[config.mk]
export PLATFORM = sky130hd
export DESIGN_NAME = gauge_display_frame_encoder
export DESIGN_NICKNAME = d
export VERILOG_FILES = /design/src/rtl/gde_pkg.sv /design/src/rtl/gauge_display_frame_encoder.sv /design/src/rtl/gde_encoder.sv /design/src/rtl/gde_serializer.sv
export VERILOG_INCLUDE_DIRS = /design/src /design/src/rtl
export SDC_FILE = /design/constraint.sdc
export NUM_CORES = 1
export LEC_CHECK = 0
export BUFFER_PORTS_ARGS = -buffer_cell sky130_fd_sc_hd__buf_2
export CORE_MARGIN = 1.5
export CORE_UTILIZATION = 35
export DETAILED_ROUTE_END_ITERATION = 8
export PLACE_DENSITY_LB_ADDON = 0.12
export SLEW_MARGIN = 20
export SYNTH_ARGS = -nofsm -noshare
export SYNTH_HDL_FRONTEND = slang
export SYNTH_SLANG_ARGS = --single-unit
[constraint.sdc]
create_clock -name clk_i -period 9.4 [get_ports clk_i]
set_clock_uncertainty 0.15 [all_clocks]
set_input_delay 0.47 -clock clk_i [delete_from_list [all_inputs] [get_ports clk_i]]
set_output_delay 0.47 -clock clk_i [all_outputs]
set_load 0.005 [all_outputs]
[src/rtl/gauge_display_frame_encoder_assert.svh]
// ----------------------------------------------------------------------------
// Gauge display frame encoder assertion macros
// Concurrent checks, sampled on clk_i and disabled while rst_ni is low.
// ----------------------------------------------------------------------------
`ifndef GAUGE_DISPLAY_FRAME_ENCODER_ASSERT_SVH
`define GAUGE_DISPLAY_FRAME_ENCODER_ASSERT_SVH

// Same-cycle implication.
`define GDE_ASSERT_IMPL(lbl, pre, post, msg) \
  lbl: assert property (@(posedge clk_i) disable iff (!rst_ni) (pre) |-> (post)) \
    else $error(msg);

// Next-cycle implication.
`define GDE_ASSERT_NEXT(lbl, pre, post, msg) \
  lbl: assert property (@(posedge clk_i) disable iff (!rst_ni) (pre) |=> (post)) \
    else $error(msg);

`endif

[src/rtl/gde_pkg.sv]
// ----------------------------------------------------------------------------
// gde_pkg
// Shared types, constants and digit helpers for the gauge display encoder.
// ----------------------------------------------------------------------------
`default_nettype none

package gde_pkg;

  localparam int NumFrameBytes = 9;
  localparam int CntW          = $clog2(NumFrameBytes + 1);
  localparam int BarLeds       = 24;
  localparam int RpmPerLed     = 250;
  localparam int StatusMax     = 3;

  // Segment positions inside a digit pattern
  localparam int SegA = 7;
  localparam int SegB = 6;
  localparam int SegC = 5;
  localparam int SegD = 4;
  localparam int SegE = 3;
  localparam int SegF = 2;
  localparam int SegG = 1;

  typedef logic [NumFrameBytes-1:0][7:0] gde_frame_t;

  // Encoded frame offered to the serializer
  typedef struct packed {
    logic       valid;
    gde_frame_t bytes;
  } gde_pend_t;

  typedef struct packed {
    logic [3:0] hun;
    logic [3:0] ten;
    logic [3:0] one;
  } gde_digits_t;

  // Seven-segment pattern, blank for codes above nine
  function automatic logic [7:0] seg7(input logic [3:0] d);
    logic [7:0] p;
    case (d)
      4'd0:    p = 8'b1111_1100;
      4'd1:    p = 8'b0110_0000;
      4'd2:    p = 8'b1101_1010;
      4'd3:    p = 8'b1111_0010;
      4'd4:    p = 8'b0110_0110;
      4'd5:    p = 8'b1011_0110;
      4'd6:    p = 8'b1011_1110;
      4'd7:    p = 8'b1110_0000;
      4'd8:    p = 8'b1111_1110;
      4'd9:    p = 8'b1111_0110;
      default: p = 8'b0000_0000;
    endcase
    return p;
  endfunction

  // Decimal split of a 10-bit value by reciprocal multiplies:
  // v/100 = (v*41)>>12 holds for v < 1024, r/10 = (r*205)>>11 for r < 100.
  function automatic gde_digits_t split3(input logic [9:0] v);
    gde_digits_t res;
    logic [15:0] p_hun;
    logic [9:0]  rem10;
    logic [6:0]  rem;
    logic [15:0] p_ten;
    logic [6:0]  one7;
    p_hun   = {6'd0, v} * 16'd41;
    res.hun = p_hun[15:12];
    rem10   = v - ({6'd0, res.hun} * 10'd100);
    rem     = rem10[6:0];
    p_ten   = {9'd0, rem} * 16'd205;
    res.ten = p_ten[14:11];
    one7    = rem - ({3'd0, res.ten} * 7'd10);
    res.one = one7[3:0];
    return res;
  endfunction

endpackage

`default_nettype wire

[src/rtl/gauge_display_frame_encoder.sv]
// ----------------------------------------------------------------------------
// gauge_display_frame_encoder
// Path: an item passes the input register, the frame shift buffer and then
//   the output register, which gives one byte per cycle while out_stall_i is low.
// A new item can be accepted while the previous frame's bytes still stream out.
// Reset: rst_ni asynchronous, active low; empties the input and output stages.
// ----------------------------------------------------------------------------
`default_nettype none

module gauge_display_frame_encoder import gde_pkg::*; (
  input  wire logic        clk_i,
  input  wire logic        rst_ni,
  // input item channel
  input  wire logic        in_valid_i,
  output logic             in_stall_o,
  input  wire logic [9:0]  speed_value_i,
  input  wire logic [9:0]  heading_value_i,
  input  wire logic [13:0] engine_rpm_i,
  input  wire logic [7:0]  status_code_i,
  // result channel, nine shift-register bytes per item
  output logic             out_valid_o,
  input  wire logic        out_stall_i,
  output logic [7:0]       frame_byte_o,
  output logic             is_last_o
);

  // Encoded frame waiting in the encoder's input register, and the
  // serializer's take strobe that frees that register.
  gde_pend_t pend;
  logic      take;

  // Stage 1: input register, decimal split, seven-segment lookup, rpm bar
  // and status LEDs, mapped onto the nine bytes of the shift chain. The
  // register holds while its frame waits for the serializer.
  gde_encoder u_enc (
    .clk_i           (clk_i),
    .rst_ni          (rst_ni),
    .in_valid_i      (in_valid_i),
    .in_stall_o      (in_stall_o),
    .speed_value_i   (speed_value_i),
    .heading_value_i (heading_value_i),
    .engine_rpm_i    (engine_rpm_i),
    .status_code_i   (status_code_i),
    .take_i          (take),
    .pend_o          (pend)
  );

  // Stage 2: frame shift buffer and output register. A new frame loads in
  // the cycle its predecessor's last byte moves to the output, so the input
  // register is free again while bytes still stream out.
  gde_serializer u_ser (
    .clk_i        (clk_i),
    .rst_ni       (rst_ni),
    .pend_i       (pend),
    .take_o       (take),
    .out_valid_o  (out_valid_o),
    .out_stall_i  (out_stall_i),
    .frame_byte_o (frame_byte_o),
    .is_last_o    (is_last_o)
  );

endmodule

`default_nettype wire

[src/rtl/gde_encoder.sv]
// ----------------------------------------------------------------------------
// gde_encoder
// Input register plus digit, bar and status encoding into a nine-byte frame.
// ----------------------------------------------------------------------------
`default_nettype none

module gde_encoder import gde_pkg::*; (
  input  wire logic        clk_i,
  input  wire logic        rst_ni,
  input  wire logic        in_valid_i,
  output logic             in_stall_o,
  input  wire logic [9:0]  speed_value_i,
  input  wire logic [9:0]  heading_value_i,
  input  wire logic [13:0] engine_rpm_i,
  input  wire logic [7:0]  status_code_i,
  input  wire logic        take_i,
  output gde_pend_t        pend_o
);

  logic        valid_q, valid_d;
  logic [9:0]  speed_q, heading_q;
  logic [13:0] rpm_q;
  logic [7:0]  status_q;
  logic        accept;

  gde_digits_t         sd, hd;
  logic [7:0]          sc, st, su, hc, ht, hu;
  logic [BarLeds-1:0]  bar;
  logic                green, red;
  gde_frame_t          frame;

  assign in_stall_o = valid_q && !take_i;
  assign accept     = in_valid_i && !in_stall_o;

  always_comb begin
    valid_d = valid_q;
    if (accept) begin
      valid_d = 1'b1;
    end else if (take_i) begin
      valid_d = 1'b0;
    end
  end

  always_ff @(posedge clk_i or negedge rst_ni) begin
    if (!rst_ni) begin
      valid_q <= 1'b0;
    end else begin
      valid_q <= valid_d;
    end
  end

  always_ff @(posedge clk_i) begin
    if (accept) begin
      speed_q   <= speed_value_i;
      heading_q <= heading_value_i;
      rpm_q     <= engine_rpm_i;
      status_q  <= status_code_i;
    end
  end

  assign sd = split3(speed_q);
  assign hd = split3(heading_q);
  assign sc = seg7(sd.hun);
  assign st = seg7(sd.ten);
  assign su = seg7(sd.one);
  assign hc = seg7(hd.hun);
  assign ht = seg7(hd.ten);
  assign hu = seg7(hd.one);

  // Thermometer bar: LED i lit once rpm reaches (i+1) steps
  always_comb begin
    for (int i = 0; i < BarLeds; i++) begin
      bar[i] = (rpm_q >= 14'((i + 1) * RpmPerLed));
    end
  end

  // Codes above yellow show as off
  assign green = (status_q <= 8'(StatusMax)) && status_q[0];
  assign red   = (status_q <= 8'(StatusMax)) && status_q[1];

  // Board wiring of segments and bar LEDs onto the shift chain
  always_comb begin
    frame[0] = {hu[SegF], ht[SegA], hc[SegB], hc[SegG],
                hc[SegE], 1'b0,     ht[SegC], hu[SegD]};
    frame[1] = {hu[SegA], ht[SegB], ht[SegG], hc[SegF],
                hc[SegD], ht[SegE], 1'b0,     hu[SegC]};
    frame[2] = {hu[SegB], hu[SegG], ht[SegF], hc[SegA],
                hc[SegC], ht[SegD], hu[SegE], green};
    frame[3] = {bar[21], bar[18], bar[15], bar[12], bar[11], bar[8], bar[5], bar[2]};
    frame[4] = {bar[22], bar[19], bar[16], bar[13], bar[10], bar[7], bar[4], bar[1]};
    frame[5] = {bar[23], bar[20], bar[17], bar[14], bar[9],  bar[6], bar[3], bar[0]};
    frame[6] = {sc[SegE], sc[SegC], st[SegA], st[SegD],
                red,      su[SegB], su[SegE], st[SegC]};
    frame[7] = {sc[SegF], 1'b0,     sc[SegB], st[SegE],
                su[SegC], su[SegA], su[SegD], st[SegG]};
    frame[8] = {sc[SegA], sc[SegD], sc[SegG], st[SegF],
                su[SegG], su[SegF], 1'b0,     st[SegB]};
  end

  assign pend_o.valid = valid_q;
  assign pend_o.bytes = frame;

endmodule

`default_nettype wire

[src/rtl/gde_serializer.sv]
// ----------------------------------------------------------------------------
// gde_serializer
// Frame shift buffer and output register; one byte per cycle while out_stall_i is low, index 8 first.
// ----------------------------------------------------------------------------
`default_nettype none

`include "gauge_display_frame_encoder_assert.svh"

module gde_serializer import gde_pkg::*; (
  input  wire logic       clk_i,
  input  wire logic       rst_ni,
  input  wire gde_pend_t  pend_i,
  output logic            take_o,
  output logic            out_valid_o,
  input  wire logic       out_stall_i,
  output logic [7:0]      frame_byte_o,
  output logic            is_last_o
);

  localparam logic [CntW-1:0] CntFull = CntW'(NumFrameBytes);
  localparam logic [CntW-1:0] CntOne  = CntW'(1);
  localparam logic [CntW-1:0] CntZero = '0;

  gde_frame_t       buf_q, buf_d;
  logic [CntW-1:0]  cnt_q, cnt_d;
  logic             out_valid_q;
  logic [7:0]       byte_q;
  logic             last_q;
  logic             out_free, emit, load;

  assign out_free = !out_valid_q || !out_stall_i;
  assign emit     = out_free && (cnt_q != CntZero);
  // Reload as the last byte leaves, so frames run back to back
  assign load     = pend_i.valid && ((cnt_q == CntZero) || ((cnt_q == CntOne) && out_free));
  assign take_o   = load;

  always_comb begin
    buf_d = buf_q;
    cnt_d = cnt_q;
    if (load) begin
      buf_d = pend_i.bytes;
      cnt_d = CntFull;
    end else if (emit) begin
      for (int i = NumFrameBytes - 1; i > 0; i--) begin
        buf_d[i] = buf_q[i-1];
      end
      buf_d[0] = 8'h00;
      cnt_d    = cnt_q - CntOne;
    end
  end

  always_ff @(posedge clk_i or negedge rst_ni) begin
    if (!rst_ni) begin
      cnt_q       <= CntZero;
      out_valid_q <= 1'b0;
    end else begin
      cnt_q <= cnt_d;
      if (out_free) begin
        out_valid_q <= emit;
      end
    end
  end

  always_ff @(posedge clk_i) begin
    buf_q <= buf_d;
    if (emit) begin
      byte_q <= buf_q[NumFrameBytes-1];
      last_q <= (cnt_q == CntOne);
    end
  end

  assign out_valid_o  = out_valid_q;
  assign frame_byte_o = byte_q;
  assign is_last_o    = last_q;

  `GDE_ASSERT_IMPL(a_cnt_range, 1'b1, cnt_q <= CntFull, "byte count out of range")
  `GDE_ASSERT_NEXT(a_load_full, load, cnt_q == CntFull, "frame load did not set full count")
  `GDE_ASSERT_NEXT(a_emit_shows, emit, out_valid_q, "emitted byte not presented")
  `GDE_ASSERT_IMPL(a_last_drained, out_valid_q && last_q,
                   cnt_q == CntZero || cnt_q == CntFull, "last byte shown with bytes pending")

endmodule

`default_nettype wire
## Word level (Yosys, flattened, before mapping)

Memories as Yosys holds them, arrays and structs flattened.
Index checks and enable logic that the tools add are counted.

- Bits in writable memories: 0
- Bits in latches: 0
- Input port bits: 46
- Memories: 6
- ROM bits: 672
- Output and inout bits: 11
- Word-level logic and storage cells: 89
- Register bits: 128

Memories:

| name | words | width | read ports | clocked after memory_dff | write ports | RTL line | source |
|---|---|---|---|---|---|---|---|
| (name not given) | 16 | 7 | 1 | 0 | 0 | gde_pkg.sv:41 | `case (d)` |
| (name not given) | 16 | 7 | 1 | 0 | 0 | gde_pkg.sv:41 |  |
| (name not given) | 16 | 7 | 1 | 0 | 0 | gde_pkg.sv:41 |  |
| (name not given) | 16 | 7 | 1 | 0 | 0 | gde_pkg.sv:41 |  |
| (name not given) | 16 | 7 | 1 | 0 | 0 | gde_pkg.sv:41 |  |
| (name not given) | 16 | 7 | 1 | 0 | 0 | gde_pkg.sv:41 |  |

- Magnitude comparators: 25
- Add/sub/neg operators: 5
- Muxes and demuxes: 6
- Reductions and logical operators: 17
- Bitwise operators: 0
- Shift-type cells: 0
- $mul: 8
- Eq/ne operators: 1
- Divide/modulo/power cells: 0

Operators by type and width:

| operator | count |
|---|---|
| 72-bit two-way mux | 2 |
| 14-bit by 12-bit >= comparator with 1-bit output (second input constant) | 8 |
| 14-bit by 13-bit >= comparator with 1-bit output (second input constant) | 8 |
| 14-bit by 11-bit >= comparator with 1-bit output (second input constant) | 4 |
| 10-bit by 6-bit multiplier with 16-bit output (second input constant) | 2 |
| 7-bit by 8-bit multiplier with 15-bit output (second input constant) | 2 |
| 14-bit by 10-bit >= comparator with 1-bit output (second input constant) | 2 |
| 14-bit by 8-bit >= comparator with 1-bit output (second input constant) | 1 |
| 14-bit by 9-bit >= comparator with 1-bit output (second input constant) | 1 |
| 7-bit subtractor | 2 |
| 4-bit by 5-bit multiplier with 5-bit output (second input constant) | 2 |
| 8-bit by 2-bit <= comparator with 1-bit output (second input constant) | 1 |
| 4-bit by 3-bit multiplier with 3-bit output (second input constant) | 2 |
| 4-bit two-way mux | 2 |
| 4-bit subtractor | 2 |
| 1-bit logical AND | 7 |
| 4-bit by 1-bit equality test with 1-bit output (second input constant) | 1 |
| 1-bit zero test | 4 |
| 4-bit zero test | 1 |
| 2-bit nonzero test | 2 |
| 4-bit nonzero test | 1 |
| 4-bit by 1-bit subtractor with 4-bit output (second input constant) | 1 |
| 1-bit logical OR | 2 |
| 1-bit two-way mux | 2 |

## Depth between registers and ports, before layout

Gate-level depths: netlist of the first run.

- Word-level depth: 10
- Gate-level depth with buffers: 40
- Gate-level depth less buffers: 39

## Hierarchy

A second synthesis of the first run with hierarchy kept.

- Cell total of the unflattened synthesis: 942
- Area, all modules: 10757.8 sq um

Modules (own cells, without submodules):

| module | sequential area each (sq um) | cells each | instances | area an instance (sq um) |
|---|---|---|---|---|
| gde_encoder | 1286.2 | 747 | 1 | 7004.2 |
| gde_serializer | 2557.5 | 195 | 1 | 3753.6 |

## Worst setup path before layout of the first run

OpenSTA, ideal clock, no wires.

- Path type: register -> register
- Start: register u_enc.heading_q[1]
- End: register u_ser.buf_q[22] (netlist bit) (data pin)
- Period minus slack after synthesis: 8736 ps
- Stages on the path, launching flop included: 38
- Setup time: 267 ps
- Arrival time: 8319 ps
- Path buffers: 2
- Data required time: 8983 ps
- Path slack: 664 ps
- Path through: edfxtp_1 -> ha_1 -> inv_1 -> fa_1 -> inv_1 -> ha_1 -> ha_1 -> nand4_1 -> o211ai_1 -> a22oi_1 -> a21oi_1 -> xnor2_1 -> inv_2 -> ha_1 -> inv_1 -> ha_1 -> a21oi_1 -> xnor2_1 -> [... 2 more ...] -> fa_1 -> inv_1 -> fa_1 -> inv_1 -> ha_1 -> a21oi_1 -> nand4b_1 -> o21ai_1 -> a311o_1 -> and2_1 -> clkbuf_1 -> fa_1 -> xnor2_1 -> xnor3_1 -> xor2_1 -> clkbuf_1 -> mux2i_1 -> o31ai_1

RTL lines:

| what | RTL line | source |
|---|---|---|
| from (decl) | gde_encoder.sv:21 | `logic [9:0] speed_q, heading_q;` |
| from (signal assigned) | gde_encoder.sv:55 | `heading_q <= heading_value_i;` |
| to (signal assigned) | gde_serializer.sv:65 | `buf_q <= buf_d;` |
| to (decl) | gde_serializer.sv:24 | `gde_frame_t buf_q, buf_d;` |

==> results of run 1 <==
[per-stage QoR]
step / util, % / area (sq um) / hold WS (ns)
2_1_floorplan: - / 10100 / 0.0244
3_3_place_gp: 38.3 / 10900 / 0.161
3_5_place_dp: 38.3 / 10900 / 0.160
4_1_cts: 40.5 / 11600 / 0.0484
5_1_grt: 41.0 / 11700 / 0.0427
6_report: 41.0 / 11700 / 0.0700
[metal layers]
metal	up-vias	track usage [%]	share of wire, %
li1	3716	-	-
met1	3573	20.0	48
met2	101	26.5	48
met3	12	2.73	2.5
met4	0	3.91	0.86
met5	-	0	0
[what timing repair did]
action / CTS / global route
hold endpoints to repair: 6 / 0
hold buffers: 1 / 0
resized for setup: 0 / 20
endpoints found under the setup margin: 0 / 14
buffers inserted: 0 / 6
[cell usage after synthesis, types with 4 or more instances]
master,n
or2_2,6
nor2b_1,7
inv_1,85
nand2_1,70
mux2i_1,6
a211oi_1,7
nand3_1,39
nor2_1,47
o31ai_1,6
o21bai_1,5
o21ai_1,20
o311ai_0,4
and3_1,4
a22oi_1,5
and2_1,9
buf_1,5
o211ai_1,12
nand4_1,5
nand2b_1,7
nor3_1,16
o21a_1,4
a21o_1,10
o21ai_0,34
ha_1,171
clkbuf_1,33
a31oi_1,16
a21oi_1,71
edfxtp_1,119
xor2_1,9
a221oi_1,4
or3_1,7
fa_1,28
dfrtp_1,6
xnor2_1,24
[logic make-up (layout without fill, tap and decap cells)]
logic type      Yosys count  count (layout)  synth area share (%)
simple gates            242             242                  11.8
flops                   128             128                  37.4
buf+inv                 129             211                  4.81
xor+xnor                 36              36                  3.51
mux                       8               8                 0.853
fa+ha+maj               201             201                  26.9
compound gates          231             231                  14.8
[area by class of cell]
class | count | area share, %
Multi-Input combinational cell | 718 | 50.8
Tap cell | 384 | 4.10
Clock inverter | 14 | 1.55
Inverter | 89 | 2.85
Timing Repair Buffer | 91 | 4.77
Clock buffer | 17 | 3.63
Sequential cell | 128 | 32.3
[sequential cells by signal, indices dropped and copies added, names as in the netlist]
name	cells
u_ser.is_last_o	1
u_enc.heading_q	10
u_ser.out_valid_o	1
u_ser.buf_q	71
u_ser.cnt_q	4
u_ser.frame_byte_o	8
u_enc.rpm_q	14
u_enc.status_q	8
u_enc.valid_q	1
u_enc.speed_q	10
[worst max path at each step]
stage                                           end  cells after the start  slack, ns
after global routing      u_ser.buf_q[57]$_DFFE_PP_                     33      -0.10
after CTS                 u_ser.buf_q[57]$_DFFE_PP_                     33       0.18
after global placement    u_ser.buf_q[66]$_DFFE_PP_                     33       0.34
after detailed placement  u_ser.buf_q[57]$_DFFE_PP_                     33       0.17
after floorplan           u_ser.buf_q[22]$_DFFE_PP_                     37       0.66
final                     u_ser.buf_q[67]$_DFFE_PP_                     33       0.37
==> flow_metrics.env, run 1 <==
export IMPL_dp_cells=1401
export IMPL_synth_seq_cells=128
export IMPL_final_layout_size_suffix_gt1_share_pct=15.6
export IMPL_r2r_cells=33
export IMPL_worst_ep_arrival_time_ns=9.02
export IMPL_synthArstFlopShare_pct=4.69
export IMPL_area_growth_synth_to_final_pct=15.7
export IMPL_die_w_um=173
export IMPL_core_area_sq_um=28500
export IMPL_whs_path_depth=1
export IMPL_fin_crit_sh_pct=96.1
export IMPL_io_buffers=56
export IMPL_slew_headroom_pct=48.8
export IMPL_fin_cells=1441
export IMPL_ant_nets=0
export IMPL_fmax_ghz=0.111
export IMPL_yosysSeqAreaShare_pct=37.4
export IMPL_antenna_found_initial=0
export IMPL_synth_distinct_cells=83
export IMPL_seqCellArea_sq_um=3780
export IMPL_cts_tree="built"
export IMPL_grt_pass1_wl_um=37400
export IMPL_critPathBufInv=2
export IMPL_ys_flop_type="edfxtp_1"
export IMPL_whs_endpoint="u_enc.heading_q[2]$_DFFE_PP_"
export IMPL_reg2reg_from="u_enc.speed_q[2]$_DFFE_PP_"
export IMPL_syn_num_nets=1220
export IMPL_worst_setup_path_end_kind="register"
export IMPL_cpMostUsedCell="ha_1"
export IMPL_vias_per_cell=5.14
export IMPL_report_final_hold_viol_count=0
export IMPL_path_max_fanout=6
export IMPL_required_ns=9.39
export IMPL_io_pins=57
export IMPL_gp_congestion=0.811
export IMPL_drt_iter0_markers=439
export IMPL_drc=0
export IMPL_cts_num_sinks=128
export IMPL_fin_ws_ns=0.368
export IMPL_cts_buffers=17
export IMPL_max_slew_worst_pin_slew_ns=0.768
export IMPL_synth_top_area_share_pct=35.3
export IMPL_critical_path_class="register to register"
export IMPL_startpoint="u_enc.speed_q[2]$_DFFE_PP_"
export IMPL_drt_wl_total_um=22200
export IMPL_dr_pass1_iters=5
export IMPL_vias=7402
export IMPL_floorplan_die_area_sq_um=30000
export IMPL_max_stage_delay_ns=0.50
export IMPL_grt_pass1_vias=7540
export IMPL_final_common_cell="ha_1"
export IMPL_path_delay_family="adder cells"
export IMPL_r2r_setup_slack_ns=0.37
export IMPL_tns_ns=0
export IMPL_wl_per_cell_um=15.4
export IMPL_dp_hpwl_um=16300
export IMPL_initial_core_util_pct=35.5
export IMPL_crit_path_start_kind="register"
export IMPL_multi_input_area_sq_um=5950
export IMPL_core_rowCount=62
export IMPL_period_minus_slack_ns=9.03
export IMPL_avgSynthCellArea_sq_um=10.4
export IMPL_synth_enable_flop_cells=119
export IMPL_layout_common_cells="170 x ha_1, 119 x edfxtp_1, 84 x inv_1"
export IMPL_clock_latency_ns=0.42
export IMPL_synth_cell_area_sq_um=10100
export IMPL_clk_pin_slew_worst_paths_ns=0.06
export IMPL_setup_violations=0
export IMPL_max_cap_violations=0
export IMPL_hold_path_class="input pin to register"
export IMPL_fill_cells=2857
export IMPL_post_place_ws_ns=0.175
export IMPL_rr_endpoint="u_ser.buf_q[67]$_DFFE_PP_"
export IMPL_postSynthCellCount=975
export IMPL_hp_start="heading_value_i[2]"
export IMPL_nets=1290
export IMPL_grtUsageTotal_pct=15.4
export IMPL_htree_levels=4
export IMPL_die_y_um=173
export IMPL_grt_max_degree=60
export IMPL_finalMaxSlewViolations=0
export IMPL_cts_root_buf="clkbuf_16"
export IMPL_grt_overflow_total=0
export IMPL_antenna_cells=0
export IMPL_synth_area_leaders="edfxtp_1 35%, ha_1 21%, fa_1 5.5%"
export IMPL_yosysWarnings=0
export IMPL_slowest_stage="fa_1"
export IMPL_synth_top_cell_by_area="edfxtp_1"
export IMPL_clockBufferDepth=2
export IMPL_status="completed"
Power of run 1 is not shown: default switching activity piles up to over one toggle a cycle in this logic, so the estimate is an artifact.
==> run 2: changes to the inputs <==
==> constraint.sdc (replaced) <==
create_clock -name clk_i -period 10.05 [get_ports clk_i]
set_clock_uncertainty 0.15 [all_clocks]
set_input_delay 0.5025 -clock clk_i [delete_from_list [all_inputs] [get_ports clk_i]]
set_output_delay 0.5025 -clock clk_i [all_outputs]
set_load 0.005 [all_outputs]
==> flow_metrics.env, run 2 (synthesis gave the netlist of run 1 again) <==
export IMPL_dpl_instance_area_sq_um=10800
export IMPL_grtUsageTotal_pct=15.4
export IMPL_grt_pass1_wl_um=37300
export IMPL_critical_path_class="register to register"
export IMPL_rsz0062_at_grt="false"
export IMPL_dr_pass1_iters=5
export IMPL_max_slew_worst_pin_slew_ns=1.05
export IMPL_post_cts_buffers=0
export IMPL_area_growth_synth_to_final_pct=13.0
export IMPL_worst_setup_path_end_kind="register"
export IMPL_max_flop_register="u_ser.buf_q"
export IMPL_setup_violations=0
export IMPL_dp_hpwl_um=16200
export IMPL_fmax_ghz=0.106
export IMPL_drc=0
export IMPL_worst_ep_arrival_time_ns=9.46
export IMPL_cpMostUsedCell="ha_1"
export IMPL_cts_root_buf="clkbuf_16"
export IMPL_final_layout_size_suffix_gt1_share_pct=12.5
export IMPL_max_stage_delay_ns=0.54
export IMPL_path_max_fanout=11
export IMPL_drt_iter0_markers=433
export IMPL_clk_pin_slew_worst_paths_ns=0.07
export IMPL_cts_num_sinks=128
export IMPL_initial_core_util_pct=35.5
export IMPL_period_minus_slack_ns=9.47
export IMPL_io_buffers=56
export IMPL_grt_max_degree=60
export IMPL_cts_buffers=17
export IMPL_die_w_um=173
export IMPL_nets=1270
export IMPL_max_cap_violations=0
export IMPL_r2r_setup_slack_ns=0.58
export IMPL_floorplan_die_area_sq_um=30000
export IMPL_io_pins=57
export IMPL_reg_top3="u_ser.buf_q (71), u_enc.rpm_q (14)"
export IMPL_fin_util_pct=40.1
export IMPL_drt_wl_total_um=22100
export IMPL_report_final_hold_viol_count=0
export IMPL_antenna_cells=0
export IMPL_gp_congestion=0.816
export IMPL_grt_pass1_vias=7413
export IMPL_hold_path_class="input pin to register"
export IMPL_clockBufferDepth=2
export IMPL_layout_common_cells="171 x ha_1, 119 x edfxtp_1, 85 x inv_1"
export IMPL_core_rowCount=62
export IMPL_crit_path_start_kind="register"
export IMPL_final_common_cell="ha_1"
export IMPL_final_area_sq_um=11400
export IMPL_status="completed"
export IMPL_largest_reg_flops=71
export IMPL_slowest_stage="edfxtp_1"
export IMPL_htree_levels=4
export IMPL_grt_overflow_total=0
export IMPL_cts_tree="built"
export IMPL_tns_ns=0
export IMPL_core_area_sq_um=28500
export IMPL_fin_crit_sh_pct=94.2
export IMPL_wl_per_cell_um=15.5
export IMPL_clock_latency_ns=0.42
export IMPL_die_y_um=173
export IMPL_vias_per_cell=5.10
export IMPL_vias=7247
export IMPL_antenna_found_initial=0
export IMPL_required_ns=10.04
export IMPL_finalMaxSlewViolations=0
export IMPL_slew_headroom_pct=29.7
export IMPL_ant_nets=0
run 2: final cells by class:
type,count,area (sq um)
clock buffer,18,429
clock inverter,14,135
fill,2857,17100
inverter,89,334
multi-input combinational,718,5890
sequential,128,3780
tap,384,480
timing repair buffer,71,395
run 2: routing by layer:
metal	vias up	global-route usage, %	wire, um
li1	3669	-	-
met1	3466	20.4	10800
met2	94	26.1	10500
met3	18	2.51	473
met4	0	3.99	238
met5	-	0	0
run 2: stage by stage:
| step | hold slack, ns | setup slack, ns | instances |
|---|---|---|---|
| 5_1_grt | 0.0728 | 0.0175 | 1422 |
| 3_5_place_dp | 0.197 | 0.312 | 1389 |
| 4_1_cts | 0.0759 | 0.239 | 1422 |
| 2_1_floorplan | 0.0569 | 1.31 | 975 |
| 6_report | 0.101 | 0.580 | 1422 |
| 3_3_place_gp | 0.197 | 0.373 | 1389 |
run 2: what timing repair did:
item | 4_1_cts | 5_1_grt
gates resized for setup | 0 | 3
hold buffers | 1 | 0
endpoints found under the hold margin | 6 | 0
endpoints found under the setup margin | 0 | 7
run 2: critical path, delay by kind of cell, from the launching register on:
kind / cells / cell delay (ns)
adders and majority gates: 14 / 4.66
AOI/OAI and AO/OA: 9 / 1.48
DFF: 1 / 0.54
xor gates and xnor gates: 5 / 1.24
muxes: 1 / 0.25
and+or+nand+nor: 4 / 0.44
buffers and inverters: 6 / 0.44
run 2: path summary, 6_finish.rpt:
check / from / end / cells past startpoint
setup / recovery: u_enc.heading_q[1]$_DFFE_PP_ / u_ser.buf_q[22]$_DFFE_PP_ / 39
hold / removal: status_code_i[2] / u_enc.status_q[2]$_DFFE_PP_ / 1
setup reg to reg: u_enc.heading_q[1]$_DFFE_PP_ / u_ser.buf_q[22]$_DFFE_PP_ / 39
hold reg to reg: u_ser.buf_q[64]$_DFFE_PP_ / u_ser.frame_byte_o[0]$_DFFE_PP_ / 0
max in group asynchronous: rst_ni / u_ser.cnt_q[1]$_DFFE_PN0P_ / 2
min in group asynchronous: rst_ni / u_enc.valid_q$_DFFE_PN0P_ / 2
Power of run 2 is left out for the same reason.
